--- config.mk ---
export PLATFORM = sky130hd
export DESIGN_NAME = ref_frame_context_select_flat
export DESIGN_NICKNAME = d
export VERILOG_FILES = /design/src/rfcs_pkg.sv /design/src/rfcs_if.sv /design/src/rfcs_cfg.sv /design/src/rfcs_ctx.sv /design/src/ref_frame_context_select.sv /design/src/flat_wrapper.sv
export SDC_FILE = /design/constraint.sdc
export NUM_CORES = 1
export LEC_CHECK = 0
export ABC_CLOCK_PERIOD_IN_PS = 4400
export BUFFER_PORTS_ARGS = -buffer_cell sky130_fd_sc_hd__buf_2
export CAP_MARGIN = 20
export CELL_PAD_IN_SITES_DETAIL_PLACEMENT = 0
export CELL_PAD_IN_SITES_GLOBAL_PLACEMENT = 1
export CORE_MARGIN = 10
export CORE_UTILIZATION = 45
export DETAILED_ROUTE_END_ITERATION = 10
export PLACE_DENSITY_LB_ADDON = 0.1
export SETUP_SLACK_MARGIN = 0.3
export SYNTH_ARGS = -nofsm -noshare
export SYNTH_HDL_FRONTEND = slang
export SYNTH_SLANG_ARGS = --single-unit
--- constraint.sdc ---
create_clock -name clk -period 4.4 [get_ports clk]
set_clock_uncertainty 0.2 [all_clocks]
set_input_delay 0.44 -clock clk [delete_from_list [all_inputs] [get_ports clk]]
set_output_delay 0.44 -clock clk [all_outputs]
set_load 0.005 [all_outputs]
--- src/rfcs_pkg.sv ---
// shared types, codes and widths for the reference frame context selector
package rfcs_pkg;

    localparam int CMD_W = 3;
    localparam int CTX_W = 3;
    localparam int CFG_IDX_W = 2;
    localparam int CFG_DATA_W = 4;

    localparam logic [CMD_W-1:0] CMD_INTERP = 3'd0;
    localparam logic [CMD_W-1:0] CMD_INTRA_INTER = 3'd1;
    localparam logic [CMD_W-1:0] CMD_COMP_INTER = 3'd2;
    localparam logic [CMD_W-1:0] CMD_COMP_REF = 3'd3;
    localparam logic [CMD_W-1:0] CMD_SINGLE_P1 = 3'd4;
    localparam logic [CMD_W-1:0] CMD_SINGLE_P2 = 3'd5;

    localparam logic [CFG_IDX_W-1:0] REG_FIXED_REF = 2'd0;
    localparam logic [CFG_IDX_W-1:0] REG_COMP_VAR_REF_FIRST = 2'd1;
    localparam logic [CFG_IDX_W-1:0] REG_COMP_VAR_REF_SECOND = 2'd2;
    localparam logic [CFG_IDX_W-1:0] REG_REF_SIGN_BIAS = 2'd3;

    localparam logic [1:0] NO_FILTER = 2'd3;
    localparam logic [1:0] REF_INTRA = 2'd0;
    localparam logic [1:0] REF_LAST = 2'd1;
    localparam logic [1:0] REF_GOLDEN = 2'd2;
    localparam logic [1:0] REF_ALT = 2'd3;

    typedef struct packed {
        logic              valid;
        logic              inter_mode;
        logic [1:0]        filter;
        logic [1:0]        ref0;
        logic signed [2:0] ref1;
    } nbr_t;

    typedef struct packed {
        logic [CMD_W-1:0] command;
        nbr_t             left;
        nbr_t             above;
    } req_t;

    typedef struct packed {
        logic [1:0] fixed_ref;
        logic [1:0] comp_var_ref_first;
        logic [1:0] comp_var_ref_second;
        logic [3:0] ref_sign_bias;
    } cfg_t;

endpackage

--- src/rfcs_if.sv ---
// request and result channel interfaces
interface rfcs_req_if;
    logic                          valid;
    logic                          ready;
    logic [rfcs_pkg::CMD_W-1:0]    command;
    logic                          left_valid;
    logic                          left_inter_mode;
    logic [1:0]                    left_filter;
    logic [1:0]                    left_ref0;
    logic signed [2:0]             left_ref1;
    logic                          above_valid;
    logic                          above_inter_mode;
    logic [1:0]                    above_filter;
    logic [1:0]                    above_ref0;
    logic signed [2:0]             above_ref1;

    modport source (
        output valid, command, left_valid, left_inter_mode, left_filter, left_ref0,
               left_ref1, above_valid, above_inter_mode, above_filter, above_ref0,
               above_ref1,
        input  ready
    );
    modport sink (
        input  valid, command, left_valid, left_inter_mode, left_filter, left_ref0,
               left_ref1, above_valid, above_inter_mode, above_filter, above_ref0,
               above_ref1,
        output ready
    );
endinterface

interface rfcs_res_if;
    logic                       valid;
    logic                       ready;
    logic [rfcs_pkg::CTX_W-1:0] context_res;

    modport source (output valid, context_res, input ready);
    modport sink (input valid, context_res, output ready);
endinterface

--- src/rfcs_cfg.sv ---
// frame-level compound reference configuration registers
module rfcs_cfg (
    input  logic                            clk,
    input  logic                            rst_n,
    input  logic                            cfg_we,
    input  logic [rfcs_pkg::CFG_IDX_W-1:0]  cfg_index,
    input  logic [rfcs_pkg::CFG_DATA_W-1:0] cfg_data,
    output rfcs_pkg::cfg_t                  cfg
);

    rfcs_pkg::cfg_t cfg_reg;
    rfcs_pkg::cfg_t cfg_next;

    always_comb
    begin
        cfg_next = cfg_reg;
        if (cfg_we)
        begin
            case (cfg_index)
                rfcs_pkg::REG_FIXED_REF:           cfg_next.fixed_ref = cfg_data[1:0];
                rfcs_pkg::REG_COMP_VAR_REF_FIRST:  cfg_next.comp_var_ref_first = cfg_data[1:0];
                rfcs_pkg::REG_COMP_VAR_REF_SECOND: cfg_next.comp_var_ref_second = cfg_data[1:0];
                rfcs_pkg::REG_REF_SIGN_BIAS:       cfg_next.ref_sign_bias = cfg_data;
                default:                           cfg_next = cfg_reg;
            endcase
        end
    end

    always_ff @(posedge clk or negedge rst_n)
    begin
        if (!rst_n)
        begin
            cfg_reg.fixed_ref           <= 2'd3;
            cfg_reg.comp_var_ref_first  <= 2'd1;
            cfg_reg.comp_var_ref_second <= 2'd2;
            cfg_reg.ref_sign_bias       <= 4'd0;
        end
        else
        begin
            cfg_reg <= cfg_next;
        end
    end

    assign cfg = cfg_reg;

endmodule

--- src/rfcs_ctx.sv ---
// context decision trees for one registered request
module rfcs_ctx (
    input  rfcs_pkg::req_t              req,
    input  rfcs_pkg::cfg_t              cfg,
    output logic [rfcs_pkg::CTX_W-1:0]  context_res
);

    function automatic logic signed [2:0] sx(input logic [1:0] v);
        return $signed({1'b0, v});
    endfunction

    function automatic logic is_intra(input rfcs_pkg::nbr_t n);
        return n.ref0 == rfcs_pkg::REF_INTRA;
    endfunction

    function automatic logic is_comp(input rfcs_pkg::nbr_t n);
        return n.ref1 > 3'sd0;
    endfunction

    function automatic logic signed [2:0] ref_at(input rfcs_pkg::nbr_t n, input logic idx);
        return idx ? n.ref1 : sx(n.ref0);
    endfunction

    function automatic logic has_ref(input rfcs_pkg::nbr_t n, input logic [1:0] f);
        return (n.ref0 == f) || (n.ref1 == sx(f));
    endfunction

    function automatic logic [2:0] ctx_interp(input rfcs_pkg::nbr_t l, input rfcs_pkg::nbr_t a);
        logic [1:0] li;
        logic [1:0] ai;
        logic [1:0] r;
        li = (l.valid && l.inter_mode) ? l.filter : rfcs_pkg::NO_FILTER;
        ai = (a.valid && a.inter_mode) ? a.filter : rfcs_pkg::NO_FILTER;
        if (li == ai)
            r = li;
        else if (li == rfcs_pkg::NO_FILTER)
            r = ai;
        else if (ai == rfcs_pkg::NO_FILTER)
            r = li;
        else
            r = rfcs_pkg::NO_FILTER;
        return {1'b0, r};
    endfunction

    function automatic logic [2:0] ctx_intra_inter(input rfcs_pkg::nbr_t l,
                                                   input rfcs_pkg::nbr_t a);
        logic li;
        logic ai;
        logic [2:0] r;
        li = is_intra(l);
        ai = is_intra(a);
        if (a.valid && l.valid)
            r = (li && ai) ? 3'd3 : {2'b00, li || ai};
        else if (a.valid)
            r = ai ? 3'd2 : 3'd0;
        else if (l.valid)
            r = li ? 3'd2 : 3'd0;
        else
            r = 3'd0;
        return r;
    endfunction

    function automatic logic [2:0] ctx_comp_inter(input rfcs_pkg::nbr_t l,
                                                  input rfcs_pkg::nbr_t a,
                                                  input logic [1:0] fx);
        rfcs_pkg::nbr_t e;
        logic [2:0] r;
        e = a.valid ? a : l;
        if (a.valid && l.valid)
        begin
            if (!is_comp(a) && !is_comp(l))
                r = {2'b00, (a.ref0 == fx) ^ (l.ref0 == fx)};
            else if (!is_comp(a))
                r = 3'd2 + {2'b00, (a.ref0 == fx) || (a.ref0 == rfcs_pkg::REF_INTRA)};
            else if (!is_comp(l))
                r = 3'd2 + {2'b00, (l.ref0 == fx) || (l.ref0 == rfcs_pkg::REF_INTRA)};
            else
                r = 3'd4;
        end
        else if (a.valid || l.valid)
            r = is_comp(e) ? 3'd3 : {2'b00, e.ref0 == fx};
        else
            r = 3'd1;
        return r;
    endfunction

    function automatic logic [2:0] ctx_comp_ref(input rfcs_pkg::nbr_t l,
                                                input rfcs_pkg::nbr_t a,
                                                input rfcs_pkg::cfg_t c);
        logic signed [2:0] fx;
        logic signed [2:0] v0;
        logic signed [2:0] v1;
        logic var_idx;
        logic ai;
        logic li;
        logic lsg;
        logic asg;
        rfcs_pkg::nbr_t e;
        logic signed [2:0] rr;
        logic signed [2:0] vra;
        logic signed [2:0] vrl;
        logic signed [2:0] vrc;
        logic signed [2:0] rfs;
        logic [2:0] r;
        fx = sx(c.fixed_ref);
        v0 = sx(c.comp_var_ref_first);
        v1 = sx(c.comp_var_ref_second);
        var_idx = !c.ref_sign_bias[c.fixed_ref];
        ai = is_intra(a);
        li = is_intra(l);
        lsg = !is_comp(l);
        asg = !is_comp(a);
        vra = asg ? sx(a.ref0) : ref_at(a, var_idx);
        vrl = lsg ? sx(l.ref0) : ref_at(l, var_idx);
        vrc = lsg ? vra : vrl;
        rfs = asg ? vra : vrl;
        if (a.valid && l.valid)
            e = ai ? l : a;
        else
            e = a.valid ? a : l;
        rr = is_comp(e) ? ref_at(e, var_idx) : sx(e.ref0);
        if (a.valid && l.valid)
        begin
            if (ai && li)
                r = 3'd2;
            else if (ai || li)
                r = (rr != v1) ? 3'd3 : 3'd1;
            else if ((vra == vrl) && (v1 == vra))
                r = 3'd0;
            else if (lsg && asg)
            begin
                if (((vra == fx) && (vrl == v0)) || ((vrl == fx) && (vra == v0)))
                    r = 3'd4;
                else if (vra == vrl)
                    r = 3'd3;
                else
                    r = 3'd1;
            end
            else if (lsg || asg)
            begin
                if ((vrc == v1) && (rfs != v1))
                    r = 3'd1;
                else if ((rfs == v1) && (vrc != v1))
                    r = 3'd2;
                else
                    r = 3'd4;
            end
            else
                r = (vra == vrl) ? 3'd4 : 3'd2;
        end
        else if (a.valid || l.valid)
        begin
            if (e.ref0 == rfcs_pkg::REF_INTRA)
                r = 3'd2;
            else if (is_comp(e))
                r = (rr != v1) ? 3'd4 : 3'd0;
            else
                r = (rr != v1) ? 3'd3 : 3'd0;
        end
        else
            r = 3'd2;
        return r;
    endfunction

    function automatic logic [2:0] ctx_single_p1(input rfcs_pkg::nbr_t l,
                                                 input rfcs_pkg::nbr_t a);
        logic ai;
        logic li;
        rfcs_pkg::nbr_t e;
        rfcs_pkg::nbr_t s;
        rfcs_pkg::nbr_t cn;
        logic [2:0] r;
        ai = is_intra(a);
        li = is_intra(l);
        if (a.valid && l.valid)
            e = ai ? l : a;
        else
            e = a.valid ? a : l;
        s = is_comp(a) ? l : a;
        cn = is_comp(a) ? a : l;
        if (a.valid && l.valid)
        begin
            if (ai && li)
                r = 3'd2;
            else if (ai || li)
            begin
                if (!is_comp(e))
                    r = (e.ref0 == rfcs_pkg::REF_LAST) ? 3'd4 : 3'd0;
                else
                    r = 3'd1 + {2'b00, has_ref(e, rfcs_pkg::REF_LAST)};
            end
            else if (!is_comp(a) && !is_comp(l))
                r = {1'b0, a.ref0 == rfcs_pkg::REF_LAST, 1'b0}
                  + {1'b0, l.ref0 == rfcs_pkg::REF_LAST, 1'b0};
            else if (is_comp(a) && is_comp(l))
                r = 3'd1 + {2'b00, has_ref(a, rfcs_pkg::REF_LAST)
                                   || has_ref(l, rfcs_pkg::REF_LAST)};
            else if (s.ref0 == rfcs_pkg::REF_LAST)
                r = 3'd3 + {2'b00, has_ref(cn, rfcs_pkg::REF_LAST)};
            else
                r = {2'b00, has_ref(cn, rfcs_pkg::REF_LAST)};
        end
        else if (a.valid || l.valid)
        begin
            if (is_intra(e))
                r = 3'd2;
            else if (!is_comp(e))
                r = (e.ref0 == rfcs_pkg::REF_LAST) ? 3'd4 : 3'd0;
            else
                r = 3'd1 + {2'b00, has_ref(e, rfcs_pkg::REF_LAST)};
        end
        else
            r = 3'd2;
        return r;
    endfunction

    function automatic logic [2:0] ctx_single_p2(input rfcs_pkg::nbr_t l,
                                                 input rfcs_pkg::nbr_t a);
        logic ai;
        logic li;
        logic cg;
        rfcs_pkg::nbr_t e;
        rfcs_pkg::nbr_t s;
        rfcs_pkg::nbr_t cn;
        rfcs_pkg::nbr_t o;
        logic [2:0] r;
        ai = is_intra(a);
        li = is_intra(l);
        if (a.valid && l.valid)
            e = ai ? l : a;
        else
            e = a.valid ? a : l;
        s = is_comp(a) ? l : a;
        cn = is_comp(a) ? a : l;
        o = (a.ref0 == rfcs_pkg::REF_LAST) ? l : a;
        cg = has_ref(cn, rfcs_pkg::REF_GOLDEN);
        if (a.valid && l.valid)
        begin
            if (ai && li)
                r = 3'd2;
            else if (ai || li)
            begin
                if (!is_comp(e))
                begin
                    if (e.ref0 == rfcs_pkg::REF_LAST)
                        r = 3'd3;
                    else
                        r = (e.ref0 == rfcs_pkg::REF_GOLDEN) ? 3'd4 : 3'd0;
                end
                else
                    r = has_ref(e, rfcs_pkg::REF_GOLDEN) ? 3'd3 : 3'd1;
            end
            else if (!is_comp(a) && !is_comp(l))
            begin
                if ((a.ref0 == rfcs_pkg::REF_LAST) && (l.ref0 == rfcs_pkg::REF_LAST))
                    r = 3'd3;
                else if ((a.ref0 == rfcs_pkg::REF_LAST) || (l.ref0 == rfcs_pkg::REF_LAST))
                    r = (o.ref0 == rfcs_pkg::REF_GOLDEN) ? 3'd4 : 3'd0;
                else
                    r = {1'b0, a.ref0 == rfcs_pkg::REF_GOLDEN, 1'b0}
                      + {1'b0, l.ref0 == rfcs_pkg::REF_GOLDEN, 1'b0};
            end
            else if (is_comp(a) && is_comp(l))
            begin
                if ((a.ref0 == l.ref0) && (a.ref1 == l.ref1))
                    r = (has_ref(a, rfcs_pkg::REF_GOLDEN)
                         || has_ref(l, rfcs_pkg::REF_GOLDEN)) ? 3'd3 : 3'd0;
                else
                    r = 3'd2;
            end
            else if (s.ref0 == rfcs_pkg::REF_GOLDEN)
                r = 3'd3 + {2'b00, cg};
            else if (s.ref0 == rfcs_pkg::REF_ALT)
                r = {2'b00, cg};
            else
                r = cg ? 3'd3 : 3'd1;
        end
        else if (a.valid || l.valid)
        begin
            if (is_intra(e) || ((e.ref0 == rfcs_pkg::REF_LAST) && !is_comp(e)))
                r = 3'd2;
            else if (!is_comp(e))
                r = (e.ref0 == rfcs_pkg::REF_GOLDEN) ? 3'd4 : 3'd0;
            else
                r = has_ref(e, rfcs_pkg::REF_GOLDEN) ? 3'd3 : 3'd0;
        end
        else
            r = 3'd2;
        return r;
    endfunction

    always_comb
    begin
        case (req.command)
            rfcs_pkg::CMD_INTERP:      context_res = ctx_interp(req.left, req.above);
            rfcs_pkg::CMD_INTRA_INTER: context_res = ctx_intra_inter(req.left, req.above);
            rfcs_pkg::CMD_COMP_INTER:
                context_res = ctx_comp_inter(req.left, req.above, cfg.fixed_ref);
            rfcs_pkg::CMD_COMP_REF:    context_res = ctx_comp_ref(req.left, req.above, cfg);
            rfcs_pkg::CMD_SINGLE_P1:   context_res = ctx_single_p1(req.left, req.above);
            rfcs_pkg::CMD_SINGLE_P2:   context_res = ctx_single_p2(req.left, req.above);
            default:                   context_res = '0;
        endcase
    end

endmodule

--- src/ref_frame_context_select.sv ---
// top level of the reference frame context selector
//
// usage:
//   req carries one context request per item: a command that picks the
//   syntax element and the left and above neighbor info. res returns one
//   item per request with context_res, in request order.
//   cfg_we/cfg_index/cfg_data write the compound reference and sign bias
//   registers; write them only while no request is in flight.
// datapath: an accepted request is held in the input register req_reg; the
//   combinational context is then captured in res_data_reg, which drives res.
// throughput: one item per cycle while res.ready stays high, set by the input
//   register feeding the decision logic and the result register behind it.
// reset: both pipeline stages are emptied, req.ready comes up at once and
//   the registers return to fixed_ref 3, comp_var_ref_first 1,
//   comp_var_ref_second 2, ref_sign_bias 0.
// stall: while res.ready is low the result holds; the input register still
//   takes one more item, then req.ready drops until the result is taken.
module ref_frame_context_select (
    input  logic                            clk,
    input  logic                            rst_n,
    input  logic                            cfg_we,
    input  logic [rfcs_pkg::CFG_IDX_W-1:0]  cfg_index,
    input  logic [rfcs_pkg::CFG_DATA_W-1:0] cfg_data,
    rfcs_req_if.sink                        req,
    rfcs_res_if.source                      res
);

    rfcs_pkg::cfg_t cfg;
    rfcs_pkg::req_t req_in;
    rfcs_pkg::req_t req_reg;
    logic           req_valid_reg;
    logic           req_valid_next;
    logic [rfcs_pkg::CTX_W-1:0] ctx;
    logic [rfcs_pkg::CTX_W-1:0] res_data_reg;
    logic           res_valid_reg;
    logic           res_valid_next;
    logic           res_free;
    logic           advance;
    logic           take_in;

    rfcs_cfg u_cfg (
        .clk       (clk),
        .rst_n     (rst_n),
        .cfg_we    (cfg_we),
        .cfg_index (cfg_index),
        .cfg_data  (cfg_data),
        .cfg       (cfg)
    );

    always_comb
    begin
        req_in.command          = req.command;
        req_in.left.valid       = req.left_valid;
        req_in.left.inter_mode  = req.left_inter_mode;
        req_in.left.filter      = req.left_filter;
        req_in.left.ref0        = req.left_ref0;
        req_in.left.ref1        = req.left_ref1;
        req_in.above.valid      = req.above_valid;
        req_in.above.inter_mode = req.above_inter_mode;
        req_in.above.filter     = req.above_filter;
        req_in.above.ref0       = req.above_ref0;
        req_in.above.ref1       = req.above_ref1;
    end

    rfcs_ctx u_ctx (
        .req         (req_reg),
        .cfg         (cfg),
        .context_res (ctx)
    );

    assign res_free  = !res_valid_reg || res.ready;
    assign advance   = req_valid_reg && res_free;
    assign req.ready = !req_valid_reg || res_free;
    assign take_in   = req.valid && req.ready;

    always_comb
    begin
        req_valid_next = req_valid_reg;
        if (take_in)
            req_valid_next = 1'b1;
        else if (advance)
            req_valid_next = 1'b0;
        res_valid_next = res_valid_reg;
        if (advance)
            res_valid_next = 1'b1;
        else if (res.ready)
            res_valid_next = 1'b0;
    end

    always_ff @(posedge clk or negedge rst_n)
    begin
        if (!rst_n)
        begin
            req_valid_reg <= 1'b0;
            res_valid_reg <= 1'b0;
        end
        else
        begin
            req_valid_reg <= req_valid_next;
            res_valid_reg <= res_valid_next;
        end
    end

    always_ff @(posedge clk)
    begin
        if (take_in)
            req_reg <= req_in;
        if (advance)
            res_data_reg <= ctx;
    end

    assign res.valid       = res_valid_reg;
    assign res.context_res = res_data_reg;

endmodule

--- src/flat_wrapper.sv ---
// flat-port wrapper written by rule: the top's interface ports become plain ports
module ref_frame_context_select_flat 
  (clk, rst_n, cfg_we, cfg_index, cfg_data, req_valid, req_command, req_left_valid, req_left_inter_mode, req_left_filter, req_left_ref0, req_left_ref1, req_above_valid, req_above_inter_mode, req_above_filter, req_above_ref0, req_above_ref1, req_ready, res_valid, res_context_res, res_ready);
  rfcs_req_if req_i ();
  rfcs_res_if res_i ();
  input  logic clk;
  input  logic rst_n;
  input  logic cfg_we;
  input  logic [rfcs_pkg::CFG_IDX_W-1:0] cfg_index;
  input  logic [rfcs_pkg::CFG_DATA_W-1:0] cfg_data;
  input wire logic [$bits(req_i.valid)-1:0] req_valid;
  input wire logic [$bits(req_i.command)-1:0] req_command;
  input wire logic [$bits(req_i.left_valid)-1:0] req_left_valid;
  input wire logic [$bits(req_i.left_inter_mode)-1:0] req_left_inter_mode;
  input wire logic [$bits(req_i.left_filter)-1:0] req_left_filter;
  input wire logic [$bits(req_i.left_ref0)-1:0] req_left_ref0;
  input wire logic [$bits(req_i.left_ref1)-1:0] req_left_ref1;
  input wire logic [$bits(req_i.above_valid)-1:0] req_above_valid;
  input wire logic [$bits(req_i.above_inter_mode)-1:0] req_above_inter_mode;
  input wire logic [$bits(req_i.above_filter)-1:0] req_above_filter;
  input wire logic [$bits(req_i.above_ref0)-1:0] req_above_ref0;
  input wire logic [$bits(req_i.above_ref1)-1:0] req_above_ref1;
  output wire logic [$bits(req_i.ready)-1:0] req_ready;
  output wire logic [$bits(res_i.valid)-1:0] res_valid;
  output wire logic [$bits(res_i.context_res)-1:0] res_context_res;
  input wire logic [$bits(res_i.ready)-1:0] res_ready;
  assign req_i.valid = req_valid;
  assign req_i.command = req_command;
  assign req_i.left_valid = req_left_valid;
  assign req_i.left_inter_mode = req_left_inter_mode;
  assign req_i.left_filter = req_left_filter;
  assign req_i.left_ref0 = req_left_ref0;
  assign req_i.left_ref1 = req_left_ref1;
  assign req_i.above_valid = req_above_valid;
  assign req_i.above_inter_mode = req_above_inter_mode;
  assign req_i.above_filter = req_above_filter;
  assign req_i.above_ref0 = req_above_ref0;
  assign req_i.above_ref1 = req_above_ref1;
  assign req_ready = req_i.ready;
  assign res_valid = res_i.valid;
  assign res_context_res = res_i.context_res;
  assign res_i.ready = res_ready;
  ref_frame_context_select u_core (.clk(clk), .rst_n(rst_n), .cfg_we(cfg_we), .cfg_index(cfg_index), .cfg_data(cfg_data), .req(req_i), .res(res_i));
endmodule
After elaboration in Yosys (flattened, before gate mapping)

Cells that the tools add are included.

Input bits: 32
Output and inout bits: 5
Register bits: 36

Multiplexer cells: 89
Equal/unequal tests: 48
Bitwise logic cells: 1
Reductions and logical operators: 54
Order comparisons: 7
Add/sub/neg operators: 8

Operator list:

| cell                                                                            | number |
|---|---|
| 3-bit two-way mux                                                               | 51 |
| 5-bit two-way mux                                                               | 9 |
| 2-bit two-way mux                                                               | 22 |
| 3-bit equality test                                                             | 9 |
| 2-bit equality test, second input constant                                      | 11 |
| 1-bit logical OR                                                                | 20 |
| 3-bit by 2-bit equality test with 1-bit output, second input constant           | 6 |
| 3-bit equality test, second input constant                                      | 6 |
| 3-bit by 1-bit greater-than comparator with 1-bit output, second input constant | 6 |
| 3-bit one-hot mux with 6 select lines                                           | 1 |
| 1-bit logical AND                                                               | 16 |
| 2-bit by 1-bit equality test with 1-bit output, second input constant           | 7 |
| 2-bit by 1-bit adder with 3-bit output, first input constant                    | 4 |
| 2-bit zero test                                                                 | 6 |
| 2-bit equality test                                                             | 5 |
| 3-bit inequality test                                                           | 3 |
| 2-bit AND reduction                                                             | 4 |
| 2-bit by 2-bit adder with 3-bit output                                          | 2 |
| 1-bit zero test                                                                 | 5 |
| 1-bit two-way mux                                                               | 5 |
| 1-bit by 1-bit adder with 2-bit output, first input constant                    | 2 |
| 2-bit nonzero test                                                              | 2 |
| 3-bit by 1-bit equality test with 1-bit output, second input constant           | 1 |
| 3-bit zero test                                                                 | 1 |
| other kinds (3)                                                                 | 3 |

Depth between registers and ports, before layout

Depth after elaboration: 16
Depth in mapped cells: 14
Mapped depth without buffers: 12

Modules after synthesis

Synthesis repeated with hierarchy kept, for this count alone.

Cell total of the unflattened synthesis: 383
Area, all modules: 3369.5 um^2

By module, submodules not included:

| module                   | seq. area each (um^2) | area each (um^2) | cells each | times used |
|---|---|---|---|---|
| rfcs_ctx                 | 0.0                   | 2139.6           | 327        | 1 |
| ref_frame_context_select | 770.7                 | 824.5            | 32         | 1 |
| rfcs_cfg                 | 255.2                 | 405.4            | 24         | 1 |

Worst setup path after synthesis

OpenSTA, ideal clock, no wires.

Path kind: register -> register
From: register u_core.u_cfg.cfg_reg (netlist bit u_core.u_cfg.cfg[8])
To: register u_core.res_data_reg (netlist bit u_core.res.context_res[1]) (data pin)
Required time: 3.944 ns
Stages on the path, launching flop included: 13
Library setup time: 0.256 ns
Arrival: 2.757 ns
Path slack: 1.187 ns
Period minus slack after synthesis: 3.213 ns
Cells stage by stage: dfstp_2 -> buf_6 -> mux4_2 -> buf_6 -> o21a_1 -> or2_1 -> mux2i_1 -> xor2_1 -> nand2_1 -> ha_1 -> o311a_1 -> a21oi_1 -> o21ai_1

Word-level cells in the longest chain between the ends: 16

RTL lines:

| item                                                                | RTL line                         | RTL |
|---|---|---|
| from (decl)                                                         | rfcs_cfg.sv:11                   | `rfcs_pkg::cfg_t cfg_reg;` |
| from (signal assigned)                                              | rfcs_cfg.sv:40                   | `cfg_reg <= cfg_next;` |
| 1-bit binary-select mux with 2-bit select                           | rfcs_ctx.sv:108                  | `var_idx = !c.ref_sign_bias[c.fixed_ref];` |
| 1-bit two-way mux (not written as such)                             | rfcs_ctx.sv:108                  |  |
| 3-bit two-way mux                                                   | rfcs_ctx.sv:21                   | `return idx ? n.ref1 : sx(n.ref0);` |
| 3-bit two-way mux (on tied branches)                                | rfcs_ctx.sv:113, rfcs_ctx.sv:114 |  |
| 3-bit two-way mux (on tied branches)                                | rfcs_ctx.sv:116, rfcs_ctx.sv:115 |  |
| 3-bit equality test / 3-bit inequality test (equally long branches) | rfcs_ctx.sv:143                  | `else if ((rfs == v1) && (vrc != v1))` |
| 1-bit logical AND                                                   | rfcs_ctx.sv:143                  |  |
| 3-bit two-way mux                                                   | rfcs_ctx.sv:143                  |  |
| 3-bit two-way mux                                                   | rfcs_ctx.sv:141                  | `if ((vrc == v1) && (rfs != v1))` |
| 3-bit two-way mux                                                   | rfcs_ctx.sv:139                  | `else if (lsg \|\| asg)` |
| 3-bit two-way mux                                                   | rfcs_ctx.sv:130                  | `else if (lsg && asg)` |
| 3-bit two-way mux                                                   | rfcs_ctx.sv:128                  | `else if ((vra == vrl) && (v1 == vra))` |
| 3-bit two-way mux                                                   | rfcs_ctx.sv:126                  | `else if (ai \|\| li)` |
| 3-bit two-way mux                                                   | rfcs_ctx.sv:124                  | `if (ai && li)` |
| 3-bit two-way mux                                                   | rfcs_ctx.sv:122                  | `if (a.valid && l.valid)` |
| 3-bit one-hot mux with 6 select lines *                             | rfcs_ctx.sv:294                  | `case (req.command)` |
| named net u_core.ctx, one bit                                       | ref_frame_context_select.sv:33   | `logic [rfcs_pkg::CTX_W-1:0] ctx;` |
| to (signal assigned)                                                | ref_frame_context_select.sv:109  | `res_data_reg <= ctx;` |
| to (decl)                                                           | ref_frame_context_select.sv:34   | `logic [rfcs_pkg::CTX_W-1:0] res_data_reg;` |

Mark *: on every way through the listed nets, which the timed path passes. The rest lies on a longest branch. The select of a mux whose other input is x is not followed.
A chain may end at the register's enable or synchronous reset.

Worst setup path after layout

Same ends and word-level chain as after synthesis.

==> PnR_summary.wiki <==
{| class="wikitable"
! Metric !! Value
|-
| Aggregate routed wire length || just under 10,000 um
|-
| Power per standard cell area || between 300 and 400 nW/um^2
|-
| Crit path arrival time || between 3 and 4 ns
|-
| Worst setup EP type || flip-flop
|-
| Power share of the sequential group || around 40%
|-
| Ratio of cells with drive above 1 in the final layout || between 10% and 20%
|-
| Area grow syn2layout || 10.2%
|-
| Routability-driven placement congestion ratio || between 0.8 and 0.9
|-
| Synthesized area divided by synthesized cell count || between 8 and 9 sq um
|-
| Slew Limit Headroom || a little over two fifths
|-
| # resized after CTS || 0
|-
| Share of flip-flops with an asynchronous set or reset || between 30% and 40%
|-
| Slowest cell on the critical path || sky130_fd_sc_hd__dfstp_2
|-
| Number of register bits inferred by synthesis || 36
|-
| Highest cell delay on the worst timing path || 0.64 ns
|-
| Worst setup path class || flip-flop to flip-flop
|-
| Setup tns final || 0 ns
|-
| Area enclosed by the die boundary || between 10,000 and 15,000 sq um
|-
| Count of yosys warnings during synthesis || 0
|-
| GRT Total Usage || between 10% and 20%
|-
| Core area || 7180 sq um
|-
| Post-DP HPWL || approximately 7300 um
|-
| Sequential cell area fraction in the yosys report || just over 30%
|-
| Most common library cell in the layout ignoring fill and taps || sky130_fd_sc_hd__nand2_1
|-
| Leakage power figure || ~0.0014 uW
|-
| GRT overflow || 0
|-
| Post-Syn Nets || 428
|-
| Horiz. Die Dim || ~110 um
|-
| Most used DFF post-synth || sky130_fd_sc_hd__edfxtp_1
|-
| Setup fix buffers added after clock tree synthesis || 0
|-
| Commonest non-fill, non-tap cells in the layout || 41 x sky130_fd_sc_hd__nand2_1, 36 x sky130_fd_sc_hd__buf_2, 30 x sky130_fd_sc_hd__o21ai_0, 28 x sky130_fd_sc_hd__nor2_1, 24 x sky130_fd_sc_hd__edfxtp_1
|-
| Final-stage net count || roughly 450
|-
| Largest cells by area after synthesis || sky130_fd_sc_hd__edfxtp_1 22%, sky130_fd_sc_hd__dfrtp_1 6.1%, sky130_fd_sc_hd__nand2_1 4.7%
|-
| Top cell type's share of synthesized area || 21.8%
|-
| Number of hold violations in the final report || 0
|-
| Vias in the first global route || 3,224
|-
| Remaining antenna violation count after routing || 0
|-
| Mapped Area || between 3000 and 4000 sq um
|-
| Worst VDD drop || approximately 0.22 mV
|-
| RSZ-0062 raised after global routing || no
|-
| WL/cell || ~19 um
|-
| Port buffer count || 36
|-
| Number of unique standard cell types used by synthesis || 70
|-
| Pins over their slew limit || 0
|-
| Clk_lat worst skew || roughly 0.29 ns
|-
| Max-cap violations || 0
|-
| Initial cell density of the core || between 40% and 50%
|-
| DRC violations left || 0
|-
| Setup violators final || 0
|-
| Row Count || 31
|-
| Vias per std cell || 6.07
|-
| Clock tree buffer depth || 2
|-
| Number of sinks driven by the clock tree || 36
|-
| Crit Path Max Fanout || 11
|-
| Period utilization || 80.5%
|-
| CTS Root Buffer Type || sky130_fd_sc_hd__clkbuf_8
|-
| H-tree level count || 2
|-
| TritonCTS clock tree || done
|-
| Clock network power share || 25.3%
|-
| Total number of vias || slightly above 3,000
|-
| CTS hold repair buffers || 1
|-
| Comb pwr share || around a third
|-
| Internal power summed over all cells || 747 uW
|-
| Die Span Y || about 110 um
|-
| Total CTS buffers || 5
|-
| Highest attainable clock frequency || 0.282 GHz
|-
| Count of flip-flops with a built-in enable after synthesis || 24
|-
| Sw Ratio || about 36%
|-
| Final core utilization || roughly half
|-
| Data required time at the worst endpoint || between 4 and 5 ns
|-
| Tightest Hold Check Type || input pin to flip-flop
|-
| CTS clock-pin slew for the worst setup and hold paths || about 0.08 ns
|-
| CP cell instances || mux4_2 > nor2_1 > o21ai_0 > o21bai_1 > xnor2_1 > nand2b_1 > inv_1 > ha_1 > o311a_1 > a21oi_1 > o21ai_1
|-
| Inserted Diodes || 0
|-
| Net load switching power || between 400 and 500 uW
|-
| Drt initial violations || around 190
|-
| Worst Tran Pin Value || between 0.8 and 0.9 ns
|-
| Top cell type by total area after synthesis || sky130_fd_sc_hd__edfxtp_1
|-
| Max reg flops || 21
|-
| Result of the run || finished clean
|-
| Wire length of the first global-routing pass || 16,000 um
|-
| Post-layout minimum cycle time || ~3.5 ns
|-
| Critical path launch point type || flip-flop
|-
| Antenna violations before repair || 0
|-
| Top-level port count || 37
|-
| Pin count of the biggest net entering global routing || 22
|-
| Length of the first detailed-routing pass in iterations || 5
|-
| Cell count after synthesis || between 300 and 400
|}
==> stage by stage <==
step | setup slack [ns] | hold slack, ns | total power, uW | area [sq um] | cells
after floorplan | 1.19 | -0.0556 | 764 | 3300 | 386
after global placement | 0.941 | 0.126 | 867 | 3510 | 503
after detailed placement | 0.898 | 0.135 | 867 | 3510 | 503
after CTS | 0.892 | 0.109 | 1170 | 3630 | 512
after global routing | 0.636 | 0.105 | 1230 | 3630 | 512
final | 0.860 | 0.114 | 1160 | 3630 | 512
==> critical path, delay by kind of cell (launching register included) <==
family	cells	cell delay [ns]
multiplexers	1	0.64
AND/OR/NAND/NOR	2	0.48
AO/OA/AOI/OAI	5	0.98
adder cells (fa/ha/maj)	1	0.19
buffers and inverters	1	0.05
flip-flops	1	0.64
XOR/XNOR	1	0.13
==> cell usage after synthesis, drive strengths merged (3+ instances only) <==
library cell,number
nand2,41
o21ai,31
nor2,28
edfxtp,24
a21oi,18
inv,16
xnor2,15
clkbuf,14
mux2,11
ha,10
mux2i,9
nand2b,9
nor3,9
buf,8
dfrtp,8
or2,7
nand3,6
nor3b,6
nor4,6
o21a,6
o22ai,6
a211oi,5
a32oi,5
nand3b,5
o211ai,5
a31oi,4
and2,4
dfstp,4
nor2b,4
o31ai,4
xor2,4
a211o,3
a21boi,3
nand4,3
nor4b,3
o21bai,3
o221ai,3
or2b,3
or4,3
==> cells by family after synthesis <==
logic type                 count (synthesis)  share of synthesized area (%)
buffers and inverters                     40                           5.69
AOI/OAI and AO/OA                        118                           24.7
xor gates and xnor gates                  19                           5.04
adders and majority gates                 10                           3.79
DFF                                       36                           31.1
and+or+nand+nor                          142                           22.5
muxes                                     21                           7.17
==> final timing paths <==
path | depth (start not counted) | to | from | slack [ns]
worst max-delay path | 11 | u_core.res.context_res[1]$_DFFE_PP_ | u_core.u_cfg.cfg[8]$_DFFE_PN1P_ | 0.86
worst min-delay path | 1 | u_core.req_reg[19]$_DFFE_PP_ | req_command[1] | 0.11
worst max register to register | 11 | u_core.res.context_res[1]$_DFFE_PP_ | u_core.u_cfg.cfg[8]$_DFFE_PN1P_ | 0.86
worst min register to register | 1 | u_core.res.valid$_DFFE_PN0P_ | u_core.req_valid_reg$_DFFE_PN0P_ | 0.30
max in group asynchronous | 2 | u_core.u_cfg.cfg[6]$_DFFE_PN1P_ | rst_n | 3.38
min in group asynchronous | 2 | u_core.req_valid_reg$_DFFE_PN0P_ | rst_n | 0.35
==> layout make-up <==
class                      instances  area [sq um]
timing repair buffer              41           220
sequential                        36          1030
multi-input combinational        310          2090
clock buffer                       5          68.8
clock inverter                     3          42.5
inverter                          18          67.6
fill                             721          3540
tap                               99           124
==> routing by layer <==
metal	track usage, %	up-vias	wire length [um]
li1	-	1488	-
met1	21.8	1481	4280
met2	28.5	118	4490
met3	2.98	20	586
met4	6.96	0	256
met5	0	-	0
==> power groups by stage <==
stage	clock (uW)	combinational [uW]	sequential, uW
2_1_floorplan	0	333	432
6_report	294	408	459
3_5_place_dp	0	401	466
3_3_place_gp	0	402	465
4_1_cts	303	404	458
5_1_grt	318	451	466
Note: power is estimated with default switching activity, not from simulation.
